## config.mk

```make
export PLATFORM = sky130hd
export DESIGN_NAME = spiral_tile_reveal_order
export DESIGN_NICKNAME = d
export VERILOG_FILES = /design/src/stro_pkg.sv /design/src/spiral_tile_reveal_order.sv /design/src/stro_lin_div.sv
export SDC_FILE = /design/constraint.sdc
export NUM_CORES = 1
export LEC_CHECK = 0
export BUFFER_PORTS_ARGS = -buffer_cell sky130_fd_sc_hd__buf_4
export CAP_MARGIN = 20
export CORE_UTILIZATION = 59
export DETAILED_ROUTE_END_ITERATION = 8
export PLACE_DENSITY = 0.82
export SYNTH_ARGS = -nofsm -noshare
export SYNTH_HDL_FRONTEND = slang
export SYNTH_HIERARCHICAL = 1
export SYNTH_SLANG_ARGS = --single-unit
```

## constraint.sdc

```tcl
create_clock -name clk_i -period 11.8 [get_ports clk_i]
set_input_delay 0.59 -clock clk_i [delete_from_list [all_inputs] [get_ports clk_i]]
set_output_delay 0.59 -clock clk_i [all_outputs]
set_load 0.02 [all_outputs]
```

## src/stro_pkg.sv

```systemverilog
// ----------------------------------------------------------------------------
// stro_pkg: shared types and constants for the spiral tile reveal order block
// Register indices, field widths and the status bundle of the linear divider.
// ----------------------------------------------------------------------------
package stro_pkg;

  // Configuration register indices
  localparam logic [2:0] REG_REVEAL_MODE  = 3'd0;
  localparam logic [2:0] REG_WIDTH_TILES  = 3'd1;
  localparam logic [2:0] REG_HEIGHT_TILES = 3'd2;
  localparam logic [2:0] REG_LEFT_COLUMN  = 3'd3;
  localparam logic [2:0] REG_TOP_ROW      = 3'd4;
  localparam logic [2:0] REG_BASE_TILE    = 3'd5;

  localparam int unsigned CfgIdxW = 3;
  localparam int unsigned CfgDatW = 16;

  // Image sizes: width register is 6 bits, height register is 5 bits.
  localparam int unsigned WidW   = 6;
  localparam int unsigned HgtW   = 5;
  // Linear index never exceeds 63 * 31, spiral step count never exceeds 63 * 63.
  localparam int unsigned LinW   = 11;
  localparam int unsigned StepW  = 12;
  // Signed spiral coordinates and directions.
  localparam int unsigned WalkW  = 7;
  localparam int unsigned DirW   = 2;
  localparam int unsigned ScrW   = 6;
  localparam int unsigned TileW  = 16;
  localparam int unsigned DivCntW = 4;

  // Result of re-deriving the linear row and column after a width change.
  typedef struct packed {
    logic            done;
    logic [LinW-1:0] quotient;
    logic [WidW-1:0] remainder;
  } div_res_t;

endpackage

```

## src/spiral_tile_reveal_order.sv

```systemverilog
// ----------------------------------------------------------------------------
// spiral_tile_reveal_order: tile reveal sequence for a tile-mapped screen
// Produces one tile placement per step, either as an outward square spiral
// from the image centre or in row-major order.
// ----------------------------------------------------------------------------
//
//  Channel  | Direction | Handshake             | Payload
//  ---------+-----------+-----------------------+------------------------------------
//  in       | input     | in_valid_i/in_stall_o | restart_i
//  out      | output    | out_valid_o/out_stall_i| shown_o, screen_column_o,
//           |           |                       | screen_row_o, tile_number_o, walk_done_o
//  cfg      | input     | cfg_valid_i/cfg_ready_o| cfg_index_i, cfg_data_i
//
// Each step transaction is completed at the edge of acceptance: the walk state
// is updated and the result register loaded there, so one step can be accepted
// every cycle while the downstream side keeps up and no division is running.
// A write to the width register starts a restoring division that re-derives the
// linear row and column; input transactions stall during it.
// Reset is asynchronous and active low; it restores the register defaults and
// the start of the walk. A stalled result holds the output register, and a new
// step is taken in the same cycle that the waiting result leaves.
// ----------------------------------------------------------------------------
module spiral_tile_reveal_order #(
  parameter int unsigned MAX_WIDE = 32,
  parameter int unsigned MAX_HIGH = 24
) (
  input  logic                          clk_i,
  input  logic                          rst_ni,
  // step channel
  input  logic                          in_valid_i,
  output logic                          in_stall_o,
  input  logic                          restart_i,
  // result channel
  output logic                          out_valid_o,
  input  logic                          out_stall_i,
  output logic                          shown_o,
  output logic [stro_pkg::ScrW-1:0]     screen_column_o,
  output logic [stro_pkg::ScrW-1:0]     screen_row_o,
  output logic [stro_pkg::TileW-1:0]    tile_number_o,
  output logic                          walk_done_o,
  // configuration channel
  input  logic                          cfg_valid_i,
  output logic                          cfg_ready_o,
  input  logic [stro_pkg::CfgIdxW-1:0]  cfg_index_i,
  input  logic [stro_pkg::CfgDatW-1:0]  cfg_data_i
);

  // --------------------------------------------------------------------------
  // Configuration registers
  // --------------------------------------------------------------------------
  logic                          mode_q;
  logic [stro_pkg::WidW-1:0]     width_q;
  logic [stro_pkg::HgtW-1:0]     height_q;
  logic [4:0]                    left_q;
  logic [4:0]                    top_q;
  logic [stro_pkg::TileW-1:0]    base_q;
  logic                          cfg_we;
  logic                          width_we;

  assign cfg_ready_o = 1'b1;
  assign cfg_we      = cfg_valid_i && cfg_ready_o;
  assign width_we    = cfg_we && (cfg_index_i == stro_pkg::REG_WIDTH_TILES);

  always_ff @(posedge clk_i or negedge rst_ni) begin
    if (!rst_ni) begin
      mode_q   <= 1'b0;
      width_q  <= stro_pkg::WidW'(32);
      height_q <= stro_pkg::HgtW'(24);
      left_q   <= '0;
      top_q    <= '0;
      base_q   <= '0;
    end else if (cfg_we) begin
      unique case (cfg_index_i)
        stro_pkg::REG_REVEAL_MODE:  mode_q   <= cfg_data_i[0];
        stro_pkg::REG_WIDTH_TILES:  width_q  <= cfg_data_i[stro_pkg::WidW-1:0];
        stro_pkg::REG_HEIGHT_TILES: height_q <= cfg_data_i[stro_pkg::HgtW-1:0];
        stro_pkg::REG_LEFT_COLUMN:  left_q   <= cfg_data_i[4:0];
        stro_pkg::REG_TOP_ROW:      top_q    <= cfg_data_i[4:0];
        stro_pkg::REG_BASE_TILE:    base_q   <= cfg_data_i;
        default: ;
      endcase
    end
  end

  // --------------------------------------------------------------------------
  // Effective image size, clamped to at least one tile and to the maxima
  // --------------------------------------------------------------------------
  logic [stro_pkg::WidW-1:0]  w;
  logic [stro_pkg::HgtW-1:0]  h;
  logic [stro_pkg::WidW-1:0]  side;
  logic [stro_pkg::StepW-1:0] total_s;
  logic [stro_pkg::LinW-1:0]  total_l;

  always_comb begin
    if (width_q == '0) begin
      w = stro_pkg::WidW'(1);
    end else if ({1'b0, width_q} > 7'(MAX_WIDE)) begin
      w = stro_pkg::WidW'(MAX_WIDE);
    end else begin
      w = width_q;
    end
    if (height_q == '0) begin
      h = stro_pkg::HgtW'(1);
    end else if ({2'b0, height_q} > 7'(MAX_HIGH)) begin
      h = stro_pkg::HgtW'(MAX_HIGH);
    end else begin
      h = height_q;
    end
  end

  assign side    = (w > {1'b0, h}) ? w : {1'b0, h};
  assign total_s = stro_pkg::StepW'(side * side);
  assign total_l = stro_pkg::LinW'(w * h);

  // --------------------------------------------------------------------------
  // Handshake and walk state
  // --------------------------------------------------------------------------
  logic accept;
  logic div_busy;
  logic out_valid_q;

  assign in_stall_o = div_busy || (out_valid_q && out_stall_i);
  assign accept     = in_valid_i && !in_stall_o;

  logic signed [stro_pkg::WalkW-1:0] walk_x_q, walk_x_d;
  logic signed [stro_pkg::WalkW-1:0] walk_y_q, walk_y_d;
  logic signed [stro_pkg::DirW-1:0]  dir_x_q, dir_x_d;
  logic signed [stro_pkg::DirW-1:0]  dir_y_q, dir_y_d;
  logic [stro_pkg::StepW-1:0]        step_q, step_d;
  logic [stro_pkg::LinW-1:0]         lin_q, lin_d;
  logic [stro_pkg::LinW-1:0]         lin_row_q, lin_row_d;
  logic [stro_pkg::WidW-1:0]         lin_col_q, lin_col_d;

  // The linear column and row are kept incrementally; a width change
  // re-derives them from the linear index by division.
  stro_pkg::div_res_t div_res;

  stro_lin_div u_lin_div (
    .clk_i      (clk_i),
    .rst_ni     (rst_ni),
    .start_i    (width_we),
    .dividend_i (lin_q),
    .divisor_i  (w),
    .busy_o     (div_busy),
    .res_o      (div_res)
  );

  // --------------------------------------------------------------------------
  // One step of the walk
  // --------------------------------------------------------------------------
  logic signed [stro_pkg::WalkW-1:0] cur_x, cur_y;
  logic signed [stro_pkg::DirW-1:0]  cur_dx, cur_dy;
  logic [stro_pkg::StepW-1:0]        cur_step;
  logic [stro_pkg::LinW-1:0]         cur_lin, cur_row;
  logic [stro_pkg::WidW-1:0]         cur_col;

  logic signed [7:0] xe, ye, x_off, y_off, cx, cy;
  logic              in_win, turn;
  logic [stro_pkg::WidW:0] col_inc;

  logic                       shown_d, done_d;
  logic [stro_pkg::ScrW-1:0]  col_d, row_d;
  logic [stro_pkg::TileW-1:0] tile_d;
  logic [stro_pkg::ScrW-1:0]  pos_col, pos_row;
  logic [stro_pkg::TileW-1:0] pos_tile;

  always_comb begin
    if (restart_i) begin
      cur_x    = '0;
      cur_y    = '0;
      cur_dx   = '0;
      cur_dy   = -stro_pkg::DirW'(1);
      cur_step = '0;
      cur_lin  = '0;
      cur_row  = '0;
      cur_col  = '0;
    end else begin
      cur_x    = walk_x_q;
      cur_y    = walk_y_q;
      cur_dx   = dir_x_q;
      cur_dy   = dir_y_q;
      cur_step = step_q;
      cur_lin  = lin_q;
      cur_row  = lin_row_q;
      cur_col  = lin_col_q;
    end
  end

  assign xe    = 8'(cur_x);
  assign ye    = 8'(cur_y);
  assign x_off = {3'b000, w[stro_pkg::WidW-1:1]};
  assign y_off = {4'b0000, h[stro_pkg::HgtW-1:1]};
  assign cx    = xe + x_off;
  assign cy    = ye + y_off;
  // Offset must lie inside the half-size window and inside the image itself.
  assign in_win = (xe >= -x_off) && (xe <= x_off) && (ye >= -y_off) && (ye <= y_off)
               && (cx >= 8'sd0) && (cy >= 8'sd0)
               && (cx < $signed({2'b00, w})) && (cy < $signed({3'b000, h}));
  // Corners of the square spiral.
  assign turn = (xe == ye)
             || ((xe < 8'sd0) && (xe == -ye))
             || ((xe > 8'sd0) && (xe == 8'sd1 - ye));
  assign col_inc = {1'b0, cur_col} + 1'b1;

  always_comb begin
    walk_x_d  = cur_x;
    walk_y_d  = cur_y;
    dir_x_d   = cur_dx;
    dir_y_d   = cur_dy;
    step_d    = cur_step;
    lin_d     = cur_lin;
    lin_row_d = cur_row;
    lin_col_d = cur_col;
    shown_d   = 1'b0;
    done_d    = 1'b0;
    pos_col   = '0;
    pos_row   = '0;
    pos_tile  = '0;

    if (mode_q) begin
      if (cur_lin >= total_l) begin
        done_d = 1'b1;
      end else begin
        shown_d  = 1'b1;
        pos_col  = cur_col;
        pos_row  = cur_row[stro_pkg::ScrW-1:0];
        pos_tile = {8'h00, 8'(cur_lin + stro_pkg::LinW'(base_q[7:0]))};
        lin_d    = cur_lin + 1'b1;
        if (col_inc == {1'b0, w}) begin
          lin_col_d = '0;
          lin_row_d = cur_row + 1'b1;
        end else begin
          lin_col_d = col_inc[stro_pkg::WidW-1:0];
        end
        done_d = lin_d >= total_l;
      end
    end else begin
      if (cur_step >= total_s) begin
        done_d = 1'b1;
      end else begin
        if (in_win) begin
          shown_d  = 1'b1;
          pos_col  = cx[stro_pkg::ScrW-1:0];
          pos_row  = cy[stro_pkg::ScrW-1:0];
          pos_tile = stro_pkg::TileW'(cy[stro_pkg::HgtW-1:0] * w)
                   + stro_pkg::TileW'(cx[stro_pkg::WidW-1:0]) + base_q;
        end
        if (turn) begin
          dir_x_d = -cur_dy;
          dir_y_d = cur_dx;
        end
        walk_x_d = cur_x + stro_pkg::WalkW'(dir_x_d);
        walk_y_d = cur_y + stro_pkg::WalkW'(dir_y_d);
        step_d   = cur_step + 1'b1;
        done_d   = step_d >= total_s;
      end
    end

    if (shown_d) begin
      col_d  = pos_col + {1'b0, left_q};
      row_d  = pos_row + {1'b0, top_q};
      tile_d = pos_tile;
    end else begin
      col_d  = '0;
      row_d  = '0;
      tile_d = '0;
    end
  end

  always_ff @(posedge clk_i or negedge rst_ni) begin
    if (!rst_ni) begin
      walk_x_q  <= '0;
      walk_y_q  <= '0;
      dir_x_q   <= '0;
      dir_y_q   <= -stro_pkg::DirW'(1);
      step_q    <= '0;
      lin_q     <= '0;
      lin_row_q <= '0;
      lin_col_q <= '0;
    end else if (accept) begin
      walk_x_q  <= walk_x_d;
      walk_y_q  <= walk_y_d;
      dir_x_q   <= dir_x_d;
      dir_y_q   <= dir_y_d;
      step_q    <= step_d;
      lin_q     <= lin_d;
      lin_row_q <= lin_row_d;
      lin_col_q <= lin_col_d;
    end else if (div_res.done) begin
      lin_row_q <= div_res.quotient;
      lin_col_q <= div_res.remainder;
    end
  end

  // --------------------------------------------------------------------------
  // Result register
  // --------------------------------------------------------------------------
  logic                       shown_q, done_q;
  logic [stro_pkg::ScrW-1:0]  col_q, row_q;
  logic [stro_pkg::TileW-1:0] tile_q;

  always_ff @(posedge clk_i or negedge rst_ni) begin
    if (!rst_ni) begin
      out_valid_q <= 1'b0;
    end else if (accept) begin
      out_valid_q <= 1'b1;
    end else if (!out_stall_i) begin
      out_valid_q <= 1'b0;
    end
  end

  always_ff @(posedge clk_i) begin
    if (accept) begin
      shown_q <= shown_d;
      col_q   <= col_d;
      row_q   <= row_d;
      tile_q  <= tile_d;
      done_q  <= done_d;
    end
  end

  assign out_valid_o     = out_valid_q;
  assign shown_o         = shown_q;
  assign screen_column_o = col_q;
  assign screen_row_o    = row_q;
  assign tile_number_o   = tile_q;
  assign walk_done_o     = done_q;

endmodule

```

## src/stro_lin_div.sv

```systemverilog
// ----------------------------------------------------------------------------
// stro_lin_div: restoring divider for the linear walk position
// Splits the linear tile index into row and column, one quotient bit a cycle.
// ----------------------------------------------------------------------------
module stro_lin_div (
  input  logic                     clk_i,
  input  logic                     rst_ni,
  input  logic                     start_i,
  input  logic [stro_pkg::LinW-1:0] dividend_i,
  input  logic [stro_pkg::WidW-1:0] divisor_i,
  output logic                     busy_o,
  output stro_pkg::div_res_t       res_o
);

  logic                           busy_q;
  logic [stro_pkg::DivCntW-1:0]   cnt_q;
  logic [stro_pkg::LinW-1:0]      quo_q;
  logic [stro_pkg::WidW-1:0]      rem_q;
  logic [stro_pkg::WidW:0]        rem_sh;
  logic                           ge;
  logic [stro_pkg::WidW-1:0]      rem_n;
  logic [stro_pkg::LinW-1:0]      quo_n;
  logic                           last;

  assign rem_sh = {rem_q, quo_q[stro_pkg::LinW-1]};
  assign ge     = rem_sh >= {1'b0, divisor_i};
  assign rem_n  = ge ? stro_pkg::WidW'(rem_sh - {1'b0, divisor_i})
                     : rem_sh[stro_pkg::WidW-1:0];
  assign quo_n  = {quo_q[stro_pkg::LinW-2:0], ge};
  assign last   = cnt_q == stro_pkg::DivCntW'(stro_pkg::LinW - 1);

  always_ff @(posedge clk_i or negedge rst_ni) begin
    if (!rst_ni) begin
      busy_q <= 1'b0;
      cnt_q  <= '0;
    end else if (start_i) begin
      busy_q <= 1'b1;
      cnt_q  <= '0;
    end else if (busy_q) begin
      busy_q <= !last;
      cnt_q  <= cnt_q + 1'b1;
    end
  end

  always_ff @(posedge clk_i) begin
    if (start_i) begin
      quo_q <= dividend_i;
      rem_q <= '0;
    end else if (busy_q) begin
      quo_q <= quo_n;
      rem_q <= rem_n;
    end
  end

  assign busy_o          = busy_q;
  assign res_o.done      = busy_q && last && !start_i;
  assign res_o.quotient  = quo_n;
  assign res_o.remainder = rem_n;

endmodule
```

==> metrics.csv <==
metric,value,unit
relative slew slack,25.0,%
Fin Setup TNS,0,ps
wl on met1,16100,um
max-slew violations,0,
"slowest stage delay, CP",830,ps
worst-margin pin slew,1110,ps
final setup violating endpoints,0,
global-route wire length before repair,61300,um
Chip Width,158,um
R2R depth,36,
Setup Crit Path Kind,reg2reg,
initial antenna violation count,0,
DRT Pass-1 Iters,5,
# rows,56,
WL/cell,19.8,um
I/O Pins,58,
initial drt markers,899,
met2 wire length,17800,um
die area,24900,um2
layout cells sized above 1,11.3,%
DR vias,11981,
min Tclk post-route,10760,ps
static leakage,0.00749,uW
post-placement cell count,1890,
Die Ht,158,um
Core ar.,23600,um2
Post-CTS Setup Repair Bufs,0,
Achievable Freq,93.0,MHz
crit path max fanout,24,
status,completed,
Pwr per Cell Area,251,nW/um2
WL met3,2600,um
HP Class,in2async,
H-tree levels,4,
Crit path max-delay family,compound AO/OA/AOI/OAI gates,
Port Buffers,56,
Post-Syn Area,14300,um2
ant diodes,0,
GRT overflow,0,
Initial Utilization,60.6,%
"Net count, final",1868,
Syn-to-layout area delta,8.64,%
GR Util All Layers,32.0,%
total CTS buffers,17,
Crit-path slowest cell,dfstp_2,
Residual DRC,0,
synth warn,6,
fin crit share,91.2,%
startpoint types,flip-flop,
final std cells w/o fill,1922,
Clock transition at path regs,70,ps
"Req. time, crit path",11960,ps
vias in the first global route,11939,
DR top layer,met4,
Peak supply drop,0.151,mV
CP Capture Type,flip-flop,
CTS tree,built,
Worst path depth,36,
Sink Count,144,
DRT antenna net count,0,
CTS resizes,0,
maximum number of pins on one net before global-route repair,60,
hold buffers post-CTS,0,
WP data arrival,10910,ps
Max Root-Sink Buffers,2,
GP Congestion,1.01,
synthesized area per cell,9.15,um2
Post-Synthesis Cells,1563,
FILL cells,1914,
routed vias/inst,6.23,
Clock Skew,8.30,ps
RSZ-0062 raised after global routing,false,
DP Wirelength,28400,um
Max-cap violations,0,
Bufs and invs on worst path,4,
WL final,38100,um
root buf cell,clkbuf_16,
Final Hold Viols,0,
worst skew pair latency,440,ps
metal layers:
metal  track usage (%)  vias to the layer above
li1                  -                     5558
met1              41.5                     5838
met2              52.3                      486
met3              4.52                       99
met4              15.3                        0
met5                 0                        -
state kept, by name (all words and copies together), names as in the netlist, 7 cells and up:
register	flops
lin_q	11
tile_number_o	16
u_lin_div/quo_q	11
step_q	12
walk_x_q	7
base_q	16
walk_y_q	7
final timing paths:
check / startpoint / to / slack (ps)
setup reg to reg: width_q[5]$_DFFE_PN1P_ / screen_column_o[5]$_SDFFCE_PP0P_ / 1040
min in group clk_i: out_stall_i / out_valid_o$_DFFE_PN0P_ / 350
max in group asynchronous: rst_ni / lin_q[5]$_DFFE_PN0P_ / 10420
hold reg to reg: out_valid_o$_DFFE_PN0P_ / out_valid_o$_DFFE_PN0P_ / 490
setup / recovery: width_q[5]$_DFFE_PN1P_ / screen_column_o[5]$_SDFFCE_PP0P_ / 1040
hold / removal: rst_ni / walk_y_q[3]$_DFFE_PN0P_ / 130
cells in the final DEF (no fill, tap or decap), types with 6 or more instances in the layout:
cell	count
clkbuf_16	17
nor3_1	30
o21bai_1	12
edfxtp_1	41
mux2i_1	15
a21o_1	30
and3_1	14
o21ai_0	54
o22ai_1	14
dfrtp_1	92
nand3_1	34
nand2b_1	19
inv_6	6
inv_2	7
a22o_1	26
xor2_1	46
ha_1	200
xnor2_1	48
mux2_2	51
conb_1	6
or3_1	8
buf_4	68
nor2b_1	45
fa_1	53
a21oi_1	99
dfxtp_1	6
o21a_1	22
nand2_1	121
o21ai_1	6
inv_1	141
nand4_1	12
a211oi_1	12
nor2_1	109
report_power, final:
part           total (uW)  internal [uW]  switching, uW
Sequential            854            689            165
Combinational        2510           1050           1460
Clock                 539            279            260
worst reg2reg max path: cells and delay by family, from the launching register on:
family	cells	cell delay [ps]
multiplexers	1	480
AND/OR/NAND/NOR	8	1840
flip-flops	1	830
adder cells (fa/ha/maj)	7	2850
AO/OA/AOI/OAI	15	3390
buffers and inverters	4	850
XOR/XNOR	1	230
metrics by stage:
| stage | total power (uW) | worst slack [ps] | hold WS, ps | utilization (%) | area (um2) |
|---|---|---|---|---|---|
| 2_1_floorplan | 2720 | 3110 | 294 | - | 14300 |
| 3_3_place_gp | 3200 | 1890 | 483 | 63.4 | 15000 |
| 3_5_place_dp | 3300 | 1280 | 483 | 63.4 | 15000 |
| 4_1_cts | 3870 | 1170 | 149 | 65.8 | 15500 |
| 5_1_grt | 4230 | 447 | 166 | 65.8 | 15500 |
| 6_report | 3900 | 1040 | 125 | 65.8 | 15500 |
area by class of cell:
class | count | area [um2] | share of cell area [%]
multi-input combinational | 1208 | 9710 | 62.5
sequential | 144 | 3780 | 24.4
inverter | 151 | 567 | 3.65
timing repair buffer | 68 | 510 | 3.28
clock buffer | 17 | 425 | 2.74
tap | 319 | 399 | 2.57
clock inverter | 15 | 145 | 0.934
(Power assumes the default switching activity.)
